--- src/rtl/core/lru_block_cache_directory_unit_assert.svh ---
// Assertion macros used by the directory engine.
// Each macro takes a label, the clock, the reset and the two sides of an implication.
`ifndef LRU_BLOCK_CACHE_DIRECTORY_UNIT_ASSERT_SVH
`define LRU_BLOCK_CACHE_DIRECTORY_UNIT_ASSERT_SVH

`ifndef SYNTHESIS

// Same-cycle implication.
`define LBCD_ASSERT_IMP(label, clk, rst, ante, cons) \
  label: assert property (@(posedge clk) disable iff (rst) (ante) |-> (cons)) \
    else $error("directory check failed");

// Next-cycle implication.
`define LBCD_ASSERT_NEXT(label, clk, rst, ante, cons) \
  label: assert property (@(posedge clk) disable iff (rst) (ante) |=> (cons)) \
    else $error("directory check failed");

`else

`define LBCD_ASSERT_IMP(label, clk, rst, ante, cons)
`define LBCD_ASSERT_NEXT(label, clk, rst, ante, cons)

`endif

`endif

--- src/rtl/core/lbcd_pkg.sv ---
package lbcd_pkg;

  // Default number of directory entries.
  localparam int ENTRIES_DEFAULT = 16;

  // Field widths of a request and a result.
  localparam int BLOCK_W    = 32;
  localparam int BUF_SLOT_W = 4;

  // Depth of the request and result queues.
  localparam int QUEUE_DEPTH = 2;

  // One result as it travels from the engine to the result queue.
  typedef struct packed {
    logic                  hit;
    logic [BUF_SLOT_W-1:0] buffer_slot;
    logic                  evicted_valid;
    logic [BLOCK_W-1:0]    evicted_block;
  } result_t;

  // Handshake between a queue and the engine.
  typedef struct packed {
    logic valid;
    logic ready;
  } link_t;

endpackage

--- src/rtl/core/lru_block_cache_directory_unit.sv ---
// Fully associative block directory with least-recently-used replacement.
// Request channel: block_number is taken at a clock edge with push high and full low.
// Result channel: while empty is low the oldest result sits on hit, buffer_slot,
// evicted_valid and evicted_block; it is taken at an edge with pop high.
// Each request gives exactly one result, in request order.
// A hit moves the entry to the most recent place; a miss fills the next free
// buffer slot (0, 1, 2, ...) or, when all entries are held, replaces the least
// recent entry, keeps its buffer slot and reports its old block number.
// Requests pass from the request queue through the engine to the result queue.
// The directory engine handles one request at a time in its compare, encode and
// shift steps, and takes the next request only as it pushes the result.
// Two-entry queues sit on both sides, so requests are taken while a result
// waits; when the receiver stalls, both queues fill and full goes high.
// Reset (rst, synchronous) empties the directory and both queues.
module lru_block_cache_directory_unit #(
  parameter int ENTRIES = lbcd_pkg::ENTRIES_DEFAULT
) (
  input  logic                            clk,
  input  logic                            rst,
  input  logic                            push,
  output logic                            full,
  input  logic [lbcd_pkg::BLOCK_W-1:0]    block_number,
  output logic                            empty,
  input  logic                            pop,
  output logic                            hit,
  output logic [lbcd_pkg::BUF_SLOT_W-1:0] buffer_slot,
  output logic                            evicted_valid,
  output logic [lbcd_pkg::BLOCK_W-1:0]    evicted_block
);

  localparam int RES_W = $bits(lbcd_pkg::result_t);

  logic                         req_empty;
  logic [lbcd_pkg::BLOCK_W-1:0] req_block;
  logic                         req_pop;
  logic                         res_full;
  logic                         res_push;
  lbcd_pkg::result_t            res;
  lbcd_pkg::result_t            res_out;
  logic [RES_W-1:0]             res_rdata;
  lbcd_pkg::link_t              req_link;
  lbcd_pkg::link_t              res_link;

  // Front: request queue.
  lbcd_fifo #(
    .WIDTH (lbcd_pkg::BLOCK_W),
    .DEPTH (lbcd_pkg::QUEUE_DEPTH)
  ) u_req_fifo (
    .clk   (clk),
    .rst   (rst),
    .push  (push),
    .wdata (block_number),
    .full  (full),
    .pop   (req_pop),
    .rdata (req_block),
    .empty (req_empty)
  );

  assign req_link.valid = !req_empty;
  assign req_link.ready = 1'b1;
  assign res_link.valid = 1'b1;
  assign res_link.ready = !res_full;

  // Middle: directory engine.
  lbcd_engine #(
    .ENTRIES (ENTRIES)
  ) u_engine (
    .clk       (clk),
    .rst       (rst),
    .req_link  (req_link),
    .req_block (req_block),
    .req_pop   (req_pop),
    .res_link  (res_link),
    .res_push  (res_push),
    .res       (res)
  );

  // Result queue toward the receiver.
  lbcd_fifo #(
    .WIDTH (RES_W),
    .DEPTH (lbcd_pkg::QUEUE_DEPTH)
  ) u_res_fifo (
    .clk   (clk),
    .rst   (rst),
    .push  (res_push),
    .wdata (res),
    .full  (res_full),
    .pop   (pop),
    .rdata (res_rdata),
    .empty (empty)
  );

  assign res_out       = lbcd_pkg::result_t'(res_rdata);
  assign hit           = res_out.hit;
  assign buffer_slot   = res_out.buffer_slot;
  assign evicted_valid = res_out.evicted_valid;
  assign evicted_block = res_out.evicted_block;

endmodule

--- src/rtl/core/lbcd_fifo.sv ---
module lbcd_fifo #(
  parameter int WIDTH = lbcd_pkg::BLOCK_W,
  parameter int DEPTH = lbcd_pkg::QUEUE_DEPTH
) (
  input  logic             clk,
  input  logic             rst,
  input  logic             push,
  input  logic [WIDTH-1:0] wdata,
  output logic             full,
  input  logic             pop,
  output logic [WIDTH-1:0] rdata,
  output logic             empty
);

  localparam int PW = (DEPTH > 1) ? $clog2(DEPTH) : 1;
  localparam int CW = $clog2(DEPTH + 1);

  logic [WIDTH-1:0] store [DEPTH];
  logic [PW-1:0]    wr_ptr;
  logic [PW-1:0]    rd_ptr;
  logic [CW-1:0]    count;
  logic             do_push;
  logic             do_pop;

  assign full    = (count == CW'(DEPTH));
  assign empty   = (count == '0);
  assign do_push = push && !full;
  assign do_pop  = pop && !empty;
  assign rdata   = store[rd_ptr];

  // Pointer and fill count bookkeeping.
  always_ff @(posedge clk) begin
    if (rst) begin
      wr_ptr <= '0;
      rd_ptr <= '0;
      count  <= '0;
    end else begin
      if (do_push) begin
        wr_ptr <= (wr_ptr == PW'(DEPTH - 1)) ? '0 : wr_ptr + 1'b1;
      end
      if (do_pop) begin
        rd_ptr <= (rd_ptr == PW'(DEPTH - 1)) ? '0 : rd_ptr + 1'b1;
      end
      if (do_push && !do_pop) begin
        count <= count + 1'b1;
      end else if (do_pop && !do_push) begin
        count <= count - 1'b1;
      end
    end
  end

  // Entry storage needs no reset.
  always_ff @(posedge clk) begin
    if (do_push) begin
      store[wr_ptr] <= wdata;
    end
  end

endmodule

--- src/rtl/core/lbcd_engine.sv ---
`include "lru_block_cache_directory_unit_assert.svh"

module lbcd_engine #(
  parameter int ENTRIES = lbcd_pkg::ENTRIES_DEFAULT
) (
  input  logic                         clk,
  input  logic                         rst,
  input  lbcd_pkg::link_t              req_link,
  input  logic [lbcd_pkg::BLOCK_W-1:0] req_block,
  output logic                         req_pop,
  input  lbcd_pkg::link_t              res_link,
  output logic                         res_push,
  output lbcd_pkg::result_t            res
);

  localparam int SW = $clog2(ENTRIES);
  localparam int CW = $clog2(ENTRIES + 1);

  localparam logic [1:0] S_IDLE = 2'd0;
  localparam logic [1:0] S_LOOK = 2'd1;
  localparam logic [1:0] S_FIND = 2'd2;
  localparam logic [1:0] S_MOVE = 2'd3;

  logic [lbcd_pkg::BLOCK_W-1:0] tags  [ENTRIES];
  logic [SW-1:0]                slots [ENTRIES];
  logic [CW-1:0]                count;
  logic [1:0]                   state;
  logic [1:0]                   state_next;
  logic [lbcd_pkg::BLOCK_W-1:0] blk;
  logic [ENTRIES-1:0]           match;
  logic [SW-1:0]                pos;
  logic                         found;
  logic [SW-1:0]                hit_slot;

  logic [SW-1:0]                pos_next;
  logic [SW-1:0]                hit_slot_next;
  logic                         full;
  logic [SW-1:0]                upto;
  logic [SW-1:0]                slot;
  logic                         evict;
  logic                         take;
  logic [SW+lbcd_pkg::BUF_SLOT_W-1:0] slot_ext;

  // Encode the one-hot match and pick the matching buffer slot.
  always_comb begin
    pos_next      = '0;
    hit_slot_next = '0;
    for (int i = 0; i < ENTRIES; i++) begin
      if (match[i]) begin
        pos_next      = pos_next | SW'(i);
        hit_slot_next = hit_slot_next | slots[i];
      end
    end
  end

  // Decide the move: hit, fill a free slot, or evict the oldest entry.
  always_comb begin
    full  = (count == CW'(ENTRIES));
    evict = 1'b0;
    if (found) begin
      upto = pos;
      slot = hit_slot;
    end else if (!full) begin
      upto = count[SW-1:0];
      slot = count[SW-1:0];
    end else begin
      upto  = SW'(ENTRIES - 1);
      slot  = slots[ENTRIES-1];
      evict = 1'b1;
    end
  end

  // Result fields for the request under update.
  always_comb begin
    slot_ext          = {{lbcd_pkg::BUF_SLOT_W{1'b0}}, slot};
    res.hit           = found;
    res.buffer_slot   = slot_ext[lbcd_pkg::BUF_SLOT_W-1:0];
    res.evicted_valid = evict;
    res.evicted_block = evict ? tags[ENTRIES-1] : '0;
  end

  // Sequencer: take a request, compare, encode, then move and report.
  always_comb begin
    state_next = state;
    res_push   = 1'b0;
    take       = 1'b0;
    unique case (state)
      S_IDLE: begin
        take = req_link.valid;
      end
      S_LOOK: begin
        state_next = S_FIND;
      end
      S_FIND: begin
        state_next = S_MOVE;
      end
      S_MOVE: begin
        if (res_link.ready) begin
          res_push   = 1'b1;
          take       = req_link.valid;
          state_next = S_IDLE;
        end
      end
      default: begin
        state_next = S_IDLE;
      end
    endcase
    if (take) begin
      state_next = S_LOOK;
    end
  end

  assign req_pop = take;

  // Control state.
  always_ff @(posedge clk) begin
    if (rst) begin
      state <= S_IDLE;
      count <= '0;
    end else begin
      state <= state_next;
      if (res_push && !found && !full) begin
        count <= count + 1'b1;
      end
    end
  end

  // Working registers of the request in flight.
  always_ff @(posedge clk) begin
    if (take) begin
      blk <= req_block;
    end
    if (state == S_LOOK) begin
      for (int i = 0; i < ENTRIES; i++) begin
        match[i] <= (tags[i] == blk) && (CW'(i) < count);
      end
    end
    if (state == S_FIND) begin
      pos      <= pos_next;
      found    <= |match;
      hit_slot <= hit_slot_next;
    end
  end

  // Recency order: shift entries down to the vacated place, new entry at the front.
  always_ff @(posedge clk) begin
    if (res_push) begin
      for (int i = 1; i < ENTRIES; i++) begin
        if (SW'(i) <= upto) begin
          tags[i]  <= tags[i-1];
          slots[i] <= slots[i-1];
        end
      end
      tags[0]  <= blk;
      slots[0] <= slot;
    end
  end

  `LBCD_ASSERT_IMP(a_count_range, clk, rst, 1'b1, count <= CW'(ENTRIES))
  `LBCD_ASSERT_IMP(a_match_unique, clk, rst, state == S_FIND, $onehot0(match))
  `LBCD_ASSERT_IMP(a_evict_when_full, clk, rst, res_push && res.evicted_valid, full)
  `LBCD_ASSERT_NEXT(a_fill_counts, clk, rst, res_push && !found && !full,
                    count == $past(count) + 1'b1)

endmodule
--- config.mk ---
export PLATFORM = sky130hd
export DESIGN_NAME = lru_block_cache_directory_unit
export DESIGN_NICKNAME = d
export VERILOG_FILES = /design/src/rtl/core/lbcd_pkg.sv /design/src/rtl/core/lru_block_cache_directory_unit.sv /design/src/rtl/core/lbcd_fifo.sv /design/src/rtl/core/lbcd_engine.sv
export VERILOG_INCLUDE_DIRS = /design/src /design/src/rtl/core
export SDC_FILE = /design/constraint.sdc
export NUM_CORES = 1
export LEC_CHECK = 0
export BUFFER_PORTS_ARGS = -buffer_cell sky130_fd_sc_hd__buf_2
export CAP_MARGIN = 15
export CORE_MARGIN = 1
export CORE_UTILIZATION = 25
export DETAILED_ROUTE_END_ITERATION = 8
export GPL_TIMING_DRIVEN = 0
export SLEW_MARGIN = 10
export SYNTH_ARGS = -nofsm -noshare
export SYNTH_HDL_FRONTEND = slang
export SYNTH_SLANG_ARGS = --single-unit
--- constraint.sdc ---
create_clock -name clk -period 5.2 [get_ports clk]
set_input_delay 1.56 -clock clk [delete_from_list [all_inputs] [get_ports clk]]
set_output_delay 1.56 -clock clk [all_outputs]
set_load 0.01 [all_outputs]
==> impl_metrics.toml, run 1 <==
[synthesis]
post_synth.cell_area_avg_um2 = 17.3
post_syn_instances = 1866
netlist_area_pre_place_um2 = 32200
yosys.cell_types.count = 45
mappedNetlistNets = 1912
yosysWarningCount = 0
yosys_register_bits = 789
synth_sequential_area_ratio = 0.731

[worst_hold_path]
hold_path.class = "reg -> reg"

[clock_network]
number_of_buffers_created_by_cts = 76
number_of_clock_sinks = 789
total_of_cells_resized_after_clock_tree_synthesis = 0
clock_path_buffers = 3
cts_tree = "yes"
cts-root-buf = "sky130_fd_sc_hd__clkbuf_16"
cts_hold_buf = 0
clock_tree.htree_level_count = 3
post_cts_buffers = 0
clk_pin_slew_ns = 0.06
insertion_delay_ns = 0.64

[detailed_routing]
drt_pass_1_iters = 6
post_drt_wl_per_cell_um = 20.6
finalWirelength_um = 77200
remaining_drc_errors = 0
detail_route.iter0.violations = 1559
drtAntennaViolNets = 0
via_count = 16100
routed_via_density = 4.28

[place]
port-buffer-count = 74
dpl_cell_area_um2 = 35200
detailed_place_hpwl_um = 58700
placer_congestion_estimate = 0.877
place_worst_setup_slack_ns = 1.14

[final_layout]
area_growth_syn_to_layout_pct = 16.9
fin_nets = 2085
insertedDiodeCount = 0
share_of_cells_above_drive_strength_1 = 0.181
final_design_area_no_fill_um2 = 37600

[grt]
grt_usage = 0.117
grt_pass1_wl_um = 110000
antenna_violations_before_repair = 2
largest_net_degree_at_the_start_of_global_routing = 37
grt_overflow = 0
first_global_vias = 16200

[die]
die-area_um2 = 130000
placement_rows = 131
die_span_in_x_um = 361
initial_core_util = 0.252
floorplan.die.height_um = 361
i_o_pin_count = 76
core_um2 = 128000

[setup_path]
cp.required_ns = 3.64
cp-end-kind = "output port"
critical_path_peak_fanout = 10
worstSetupStartpointType = "flop"
crit_type = "reg -> out"
cp.arrival_ns = 2.47

[power_and_ir_drop]
p_leak_uw = 0.0121
powerDensity_nw_per_um2 = 479
peakVddDrop_uv = 260

[timing]
period_share = 0.776
clock-skew-final_ns = 0.0270
postLayoutSetupSlackWorst_ns = 1.17
timing.final.hold_violations = 0
tightest_slew_ns = 1.17
rsz_0062_raised_after_global_routing = "no"
timing.fmax_mhz = 248
setup-violations-final = 0
maxSlewHeadroom = 0.217
layout_min_cycle_time_ns = 4.03
number_of_max_slew_violations_in_the_final_report = 0

[outcome]
outcome = "complete, no violations"

[job]
max_cap_violations = 0
[metrics by stage]
stage	hold slack (ns)	total power [uW]	setup TNS (ns)	utilization	std cells
5_1_grt	0.454	18700	0	0.295	3756
6_report	0.444	18000	0	0.295	3756
2_1_floorplan	0.421	11000	0	-	1866
4_1_cts	0.447	18200	0	0.295	3755
3_3_place_gp	0.429	12600	-105.73	0.271	3602
3_5_place_dp	0.432	12700	0	0.276	3622
[sequential cells by signal, summed over array words and instances (netlist names), 5 cells and up, named ones only]
register          cells
u_engine.blk         32
u_engine.tags       512
u_req_fifo.store     64
u_engine.match       16
u_res_fifo.store     76
u_engine.slots       64
u_engine.count        5
[critical path: stages, from the launching register on]
cell	delay, ns
sky130_fd_sc_hd__dfxtp_1	0.33
sky130_fd_sc_hd__clkbuf_1	0.54
sky130_fd_sc_hd__buf_2	0.41
sky130_fd_sc_hd__mux2_2	0.41
sky130_fd_sc_hd__buf_2	0.15
[final timing paths]
kind	from	endpoint	slack, ns	cells past startpoint
setup / recovery	flop	buffer_slot[3]	1.17	4
hold / removal	u_engine.blk[0]	u_engine.tags[0][0]	0.44	0
setup reg to reg	u_engine.count[1]	u_engine.tags[1][149]	1.41	8
hold reg to reg	u_engine.blk[0]	u_engine.tags[0][0]	0.44	0
[cell type report]
cell class                      instances  area [um^2]
Buffer                                 87          744
Clock buffer                           89         1990
Clock inverter                         44          435
Fill cell                           12600        90000
Inverter                               14         52.6
Multi-Input combinational cell        976         8020
Sequential cell                       789        23500
Tap cell                             1662         2080
Timing Repair Buffer                   95          783
[routing by layer]
metal	up-vias	wire length (um)	GRT usage	part of all wire
li1	7374	-	-	-
met1	8038	35700	0.162	0.46
met5	-	0	0	0
met4	0	2250	0.0365	0.029
met3	124	4660	0.0259	0.060
met2	537	34600	0.180	0.45
[cell usage after synthesis (all sizes together)]
cell type,instances,area share
buf,71,0.021
nand4bb,1,0.00035
nor2b,1,0.00019
and2,33,0.0064
mux2i,4,0.0012
nand2,16,0.0019
a21oi,18,0.0028
a31oi,4,0.00078
nand2b,4,0.0010
a41oi,1,0.00027
dfxtp,16,0.010
nor4b,1,0.00027
or2,3,0.00058
nor3,10,0.0016
and3,2,0.00039
o21bai,1,0.00023
xnor2,70,0.019
a221oi,16,0.0044
o31ai,2,0.00047
nor4,121,0.025
nand3,17,0.0026
nand4,40,0.0078
edfxtp,773,0.72
o21ai,18,0.0028
o2111ai,1,0.00047
clkbuf,16,0.0019
inv,14,0.0016
nor2,28,0.0033
a22o,16,0.0044
a2111oi,5,0.0020
mux2,70,0.024
nand4b,1,0.00074
ha,10,0.0039
xor2,450,0.12
or3,10,0.0019
and3b,2,0.00054
[layout by cell type (no fill, tap or decap), types with 8 or more instances in the layout]
master / synthesis / routed
sky130_fd_sc_hd__nor3_1: 10 / 10
sky130_fd_sc_hd__clkbuf_1: 16 / 27
sky130_fd_sc_hd__buf_4: 14 / 14
sky130_fd_sc_hd__buf_12: 2 / 21
sky130_fd_sc_hd__xnor2_1: 70 / 70
sky130_fd_sc_hd__bufinv_16: 0 / 8
sky130_fd_sc_hd__nor2_1: 27 / 20
sky130_fd_sc_hd__nand3_1: 17 / 17
sky130_fd_sc_hd__and2_1: 33 / 33
sky130_fd_sc_hd__mux2_2: 70 / 70
sky130_fd_sc_hd__clkbuf_16: 0 / 78
sky130_fd_sc_hd__edfxtp_1: 773 / 773
sky130_fd_sc_hd__a221oi_1: 16 / 16
sky130_fd_sc_hd__a22o_1: 16 / 16
sky130_fd_sc_hd__clkinv_1: 0 / 20
sky130_fd_sc_hd__nand2_1: 15 / 15
sky130_fd_sc_hd__inv_1: 14 / 11
sky130_fd_sc_hd__or3_1: 10 / 10
sky130_fd_sc_hd__ha_1: 10 / 10
sky130_fd_sc_hd__nor4_1: 114 / 114
sky130_fd_sc_hd__buf_2: 14 / 88
sky130_fd_sc_hd__o21ai_0: 18 / 15
sky130_fd_sc_hd__a21oi_1: 18 / 12
sky130_fd_sc_hd__nand4_1: 40 / 40
sky130_fd_sc_hd__buf_6: 39 / 39
sky130_fd_sc_hd__dfxtp_1: 16 / 16
sky130_fd_sc_hd__xor2_1: 450 / 450
[kinds of logic (layout without fill, tap and decap cells)]
kind of cell,count (synthesis),after routing,synth area share
multiplexers,74,74,0.0257
adder cells (fa/ha/maj),10,10,0.00389
XOR/XNOR,520,520,0.141
buffers and inverters,101,329,0.0248
flip-flops,789,789,0.731
AND/OR/NAND/NOR,290,290,0.0546
AO/OA/AOI/OAI,82,82,0.0185
[where the power goes]
| group | switching (uW) | internal (uW) |
|---|---|---|
| Sequential | 338 | 7780 |
| Combinational | 2830 | 1570 |
| Clock | 2380 | 3140 |
Power figures use the tool's default switching activity.
==> inputs of run 2 (changes only) <==
clock period = 3.9 ns   (was 5.2 ns; I/O delays follow)
==> run 2 against run 1 <==
  * Flip-flop and latch count unchanged
  * Non-clock buffer count fell by 1
  * Worst hold slack barely moved
  * Power increased by 33%
  * Register-to-register slack got worse by 1.0 ns
  * Clock skew decreased by 0.00089 ns
  * Core utilization is essentially flat
  * Critical path depth did not move
  * Critical path type unchanged
  * Highest routed layer unchanged
==> impl_metrics.toml, run 2 (synthesis gave the netlist of run 1 again) <==
[worst_hold_path]
hold_path.class = "reg -> reg"

[setup_path]
cp.arrival_ns = 2.48
timing.critical_path.depth = 4
cell_chain_of_the_critical_path = "clkbuf_1 -> buf_2 -> mux2_2 -> buf_2"
cp.required_ns = 2.73
worstSetupEndpoint = "buffer_slot[3]"
critical_path.n_buffers_inverters = 3
worst_r2r_endpoint = "u_engine.tags[0][95]"
timing.critical_path.slowest_cell_delay_ns = 0.54
critical_path_peak_fanout = 10
reg2regPathDepth = 8
cp-end-kind = "output port"
worstSetupStartpointType = "flop"
crit_type = "reg -> out"
ff2ff_setup_slack_ns = 0.39
cpLargestDelayFamily = "buffers and inverters"
critical_path.most_common_cell = "sky130_fd_sc_hd__buf_2"
worst_r2r_startpoint = "u_engine.count[0]"
critPathSlowestCell = "sky130_fd_sc_hd__clkbuf_1"

[die]
die_span_in_x_um = 361
placement_rows = 131
initial_core_util = 0.252
die-area_um2 = 130000
core_um2 = 128000
floorplan.die.height_um = 361
i_o_pin_count = 76

[clock_network]
clock_path_buffers = 3
cts-root-buf = "sky130_fd_sc_hd__clkbuf_16"
number_of_buffers_created_by_cts = 76
clk_pin_slew_ns = 0.06
cts_tree = "yes"
post_cts_buffers = 0
total_of_cells_resized_after_clock_tree_synthesis = 2
number_of_clock_sinks = 789
cts_hold_buf = 0
clock_tree.htree_level_count = 3
insertion_delay_ns = 0.64

[timing]
setup-tns-final_ns = 0
layout_min_cycle_time_ns = 3.65
tightest_slew_ns = 1.16
timing.final.hold_violations = 0
postLayoutSetupSlackWorst_ns = 0.249
rsz_0062_raised_after_global_routing = "no"
setup-violations-final = 0
maxSlewHeadroom = 0.220
period_share = 0.936
clock-skew-final_ns = 0.0261
number_of_max_slew_violations_in_the_final_report = 0
timing.fmax_mhz = 274

[detailed_routing]
post_drt_wl_per_cell_um = 20.5
detail_route.iter0.violations = 1699
finalWirelength_um = 77100
via_count = 16100
drt_pass_1_iters = 7
routed_via_density = 4.28
remaining_drc_errors = 0
drtAntennaViolNets = 0

[place]
numPlacedInstances = 3622
detailed_place_hpwl_um = 58700
port-buffer-count = 74
place_worst_setup_slack_ns = -0.162
dpl_cell_area_um2 = 35200
placer_congestion_estimate = 0.877

[final_layout]
area_growth_syn_to_layout_pct = 16.9
final_design_area_no_fill_um2 = 37600
layout_top_registers = "u_engine.tags (512), u_res_fifo.store (76)"
fin_nets = 2084
finalNonFillerCells = 3755
registers.top_by_ff_count = "u_engine.tags"
largest_register_ffs = 512
finish.utilization = 0.295
share_of_cells_above_drive_strength_1 = 0.181
insertedDiodeCount = 0
fillers = 12600
layout_common_cells = "773 x sky130_fd_sc_hd__edfxtp_1, 450 x sky130_fd_sc_hd__xor2_1, 114 x sky130_fd_sc_hd__nor4_1, 88 x sky130_fd_sc_hd__buf_2, 78 x sky130_fd_sc_hd__clkbuf_16"
most_frequent_standard_cell_in_the_layout_excluding_fill_and_tap_cells = "sky130_fd_sc_hd__edfxtp_1"

[outcome]
outcome = "complete, no violations"

[grt]
grt_overflow = 0
largest_net_degree_at_the_start_of_global_routing = 37
grt_pass1_wl_um = 110000
grt_usage = 0.117
first_global_vias = 16200
antenna_violations_before_repair = 2

[job]
max_cap_violations = 0

[power_and_ir_drop]
p_leak_uw = 0.0121
peakVddDrop_uv = 347
powerDensity_nw_per_um2 = 639
==> run 2: changes by cell type in the layout (fill, tap and decap cells not counted), sizes merged <==
cell,delta
clkbuf,-1
==> run 2: stage by stage <==
stage,total power [uW],hold slack (ns)
detailed placement,16900,0.432
finish,24000,0.444
global route,25000,0.454
global placement,16800,0.429
CTS,24300,0.447
floorplan,14600,0.421
==> run 2: layout make-up <==
cell class | instances | area [um^2] | area share
flip-flops and latches | 789 | 23500 | 0.625
multi-input cells | 976 | 8030 | 0.213
well taps | 1662 | 2080 | 0.0552
clock buffers | 89 | 1990 | 0.0529
repair buffers | 94 | 778 | 0.0207
plain buffers | 87 | 746 | 0.0198
clock inverters | 44 | 435 | 0.0116
inverters | 14 | 52.6 | 0.00140
==> run 2: metal layers <==
layer	up-vias	GRT usage	share of wire
li1	7361	-	-
met1	8000	0.162	0.46
met2	567	0.180	0.45
met3	126	0.0260	0.064
met4	0	0.0365	0.030
met5	-	0	0
==> run 2: how the worst min path moves through the flow <==
stage,end,slack (ns),cells past startpoint,from
2_1_floorplan,u_engine.tags[0][0],0.42,0,u_engine.blk[0]
3_3_place_gp,u_engine.tags[0][0],0.43,0,u_engine.blk[0]
3_5_place_dp,u_engine.tags[0][3],0.43,0,u_engine.blk[3]
4_1_cts,u_engine.tags[0][17],0.45,0,u_engine.blk[17]
5_1_grt,u_engine.slots[3][3],0.45,0,u_engine.slots[2][3]
6_report,u_engine.tags[0][0],0.44,0,u_engine.blk[0]
==> run 2: power by group <==
part           total, uW  internal [uW]  switching [uW]
Clock               7360           4190            3170
Sequential         10800          10400             450
Combinational       5860           2100            3770
Total              24000          16700            7380
==> inputs of run 3 (changes only) <==
ABC_AREA = 1   (was not set)
==> run 3 against run 2 <==
  * Sequential power rose by 6%
  * Synthesized cell count is 74% higher
  * Wire length is 34% higher
  * Sequential share of layout area decreased by 4.2 points
  * Non-clock buffer count rose by 6
  * Clock-buffer cell count is 5 higher
  * Design area grew 7.2%
  * Power up 17%
  * Worst hold slack got worse by 0.0060 ns
==> impl_metrics.toml, run 3 <==
[grt]
gr_util_met2 = 0.220
use_met1 = 0.208
antenna_violations_before_repair = 5
first_global_vias = 21700
grt_util_met3 = 0.0234
grt_usage = 0.145
grt_busiest_layer = "met2"
grt_overflow = 0
grt_pass1_wl_um = 146000
largest_net_degree_at_the_start_of_global_routing = 40

[synthesis]
yosysTopAreaCell = "sky130_fd_sc_hd__edfxtp_1"
yosys_register_bits = 789
synth_flop_cell = "sky130_fd_sc_hd__edfxtp_1"
mappedNetlistNets = 3292
share_of_flip_flops_with_an_asynchronous_set_or_reset_after_synthesis = 0
synth_sequential_area_ratio = 0.679
post_syn_instances = 3246
synth_most_common_cell = "sky130_fd_sc_hd__nand2_1"
yosysWarningCount = 0
post_synth.cell_area_avg_um2 = 10.7
synth_enable_flop_cells = 773
synthTopCellsByCount = "1216 x sky130_fd_sc_hd__nand2_1, 773 x sky130_fd_sc_hd__edfxtp_1, 340 x sky130_fd_sc_hd__nor2_1, 335 x sky130_fd_sc_hd__inv_1, 146 x sky130_fd_sc_hd__xnor2_1"
yosys.cell_types.count = 39
ys_top_cells_by_area = "sky130_fd_sc_hd__edfxtp_1 67%, sky130_fd_sc_hd__nand2_1 13%, sky130_fd_sc_hd__xnor2_1 3.7%, sky130_fd_sc_hd__nor2_1 3.7%, sky130_fd_sc_hd__inv_1 3.6%"
yosys.area.top_type_share = 0.670
netlist_area_pre_place_um2 = 34600

[place]
port-buffer-count = 75
detailed_place_hpwl_um = 81300
placer_congestion_estimate = 0.937
place_worst_setup_slack_ns = 0.282

[clock_network]
cts-root-buf = "sky130_fd_sc_hd__clkbuf_16"
total_of_cells_resized_after_clock_tree_synthesis = 0
clock_path_buffers = 3
clk_pin_slew_ns = 0.07
number_of_clock_sinks = 789
number_of_buffers_created_by_cts = 79
cts_hold_buf = 0
post_cts_buffers = 0
clock_tree.htree_level_count = 3
insertion_delay_ns = 0.68
cts_tree = "yes"

[worst_hold_path]
worstHoldPathCells = 0
hold_path.class = "reg -> reg"

[job]
max_cap_violations = 0

[detailed_routing]
finalWirelength_um = 103000
detail_route.iter0.violations = 2327
post_drt_wl_per_cell_um = 19.6
drt_pass_1_iters = 6
routed_via_density = 4.36
drtAntennaViolNets = 0
remaining_drc_errors = 0
via_count = 23000

[setup_path]
critical_path.most_common_cell = "sky130_fd_sc_hd__buf_2"
critical_path.n_buffers_inverters = 3
cpLargestDelayFamily = "buffers and inverters"
cp.arrival_ns = 2.12
timing.critical_path.slowest_cell_delay_ns = 0.39
reg2regPathDepth = 10
critical_path_peak_fanout = 10
crit_type = "reg -> out"
cp.required_ns = 2.73
worstSetupStartpointType = "flop"
timing.critical_path.depth = 4
cp-end-kind = "output port"
cell_chain_of_the_critical_path = "buf_2 -> buf_2 -> mux2_2 -> buf_2"
critPathSlowestCell = "sky130_fd_sc_hd__mux2_2"

[final_layout]
layout_top_registers = "u_engine.tags (512), u_res_fifo.store (76)"
fin_nets = 3468
insertedDiodeCount = 0
most_frequent_standard_cell_in_the_layout_excluding_fill_and_tap_cells = "sky130_fd_sc_hd__nand2_1"
fillers = 14000
largest_register_ffs = 512
registers.top_by_ff_count = "u_engine.tags"
finish.utilization = 0.293
area_growth_syn_to_layout_pct = 16.5
share_of_cells_above_drive_strength_1 = 0.111
layout_common_cells = "1213 x sky130_fd_sc_hd__nand2_1, 773 x sky130_fd_sc_hd__edfxtp_1, 334 x sky130_fd_sc_hd__nor2_1, 331 x sky130_fd_sc_hd__inv_1, 146 x sky130_fd_sc_hd__xnor2_1"

[timing]
postLayoutSetupSlackWorst_ns = 0.614
timing.final.hold_violations = 0
clock-skew-final_ns = 0.0423
tightest_slew_ns = 1.10
setup-violations-final = 0
period_share = 0.843
rsz_0062_raised_after_global_routing = "no"
maxSlewHeadroom = 0.266
timing.fmax_mhz = 304
layout_min_cycle_time_ns = 3.29
number_of_max_slew_violations_in_the_final_report = 0

[power_and_ir_drop]
peakVddDrop_uv = 359
p_leak_uw = 0.0157
powerDensity_nw_per_um2 = 700

[die]
die-area_um2 = 140000
die_span_in_x_um = 374
floorplan.die.height_um = 374
placement_rows = 136
initial_core_util = 0.252
core_um2 = 137000
i_o_pin_count = 76

[outcome]
outcome = "complete, no violations"
run 3: final timing paths:
path | endpoint | slack (ns) | from
setup / recovery | evicted_block[23] | 0.61 | flop
hold / removal | u_engine.tags[1][25] | 0.44 | u_engine.tags[0][249]
setup reg to reg | u_engine.tags[1][234] | 0.96 | u_engine.count[0]
hold reg to reg | u_engine.tags[1][25] | 0.44 | u_engine.tags[0][249]
run 3: through the flow:
stage	setup TNS (ns)	power (uW)	cell area [um^2]	hold slack, ns	cells
final	0	28300	40300	0.438	5277
after global routing	0	29400	40300	0.453	5277
after CTS	0	28200	40300	0.437	5275
after detailed placement	0	20500	37700	0.432	5133
after global placement	-346.29	20400	37300	0.427	5115
after floorplan	-3.32	16400	34600	0.421	3246
run 3: final cells by class:
class                      count  area, um^2  area share
tap                         1794        2240      0.0556
clock buffer                  94        2030      0.0504
buffer                        92         539      0.0134
clock inverter                48         539      0.0134
multi-input combinational   2005        9320       0.231
timing repair buffer          95         773      0.0192
sequential                   789       23500       0.583
inverter                     360        1350      0.0335
run 3: kinds of logic (layout without fill, tap and decap cells):
logic type      count (synthesis)  count (layout)  share of synthesized area
mux                            38              38                     0.0124
fa+ha+maj                      10              10                    0.00361
compound gates                132             132                     0.0215
xor+xnor                      170             170                     0.0430
buf+inv                       452             689                     0.0546
flops                         789             789                      0.679
simple gates                 1655            1655                      0.185
run 3: power breakdown:
part	internal (uW)	switching, uW
combinational	2560	6520
clock	4300	3420
sequential	10600	868
run 3: per-layer routing:
| layer | vias to the layer above | share of wire |
|---|---|---|
| li1 | 10800 | - |
| met1 | 11100 | 0.46 |
| met2 | 897 | 0.43 |
| met3 | 161 | 0.073 |
| met4 | 2 | 0.035 |
| met5 | - | 0.000097 |
run 3: worst reg2reg max path, stage by stage (launching register included):
cell                      delay [ns]
sky130_fd_sc_hd__dfxtp_1        0.38
sky130_fd_sc_hd__inv_1          0.21
sky130_fd_sc_hd__ha_1           0.25
sky130_fd_sc_hd__nand3_4        0.14
sky130_fd_sc_hd__nand2_1        0.10
sky130_fd_sc_hd__nand2_2        0.17
sky130_fd_sc_hd__nor2_4         0.37
sky130_fd_sc_hd__nand2_2        0.20
sky130_fd_sc_hd__nor3_4         0.34
sky130_fd_sc_hd__buf_8          0.24
sky130_fd_sc_hd__buf_8          0.22
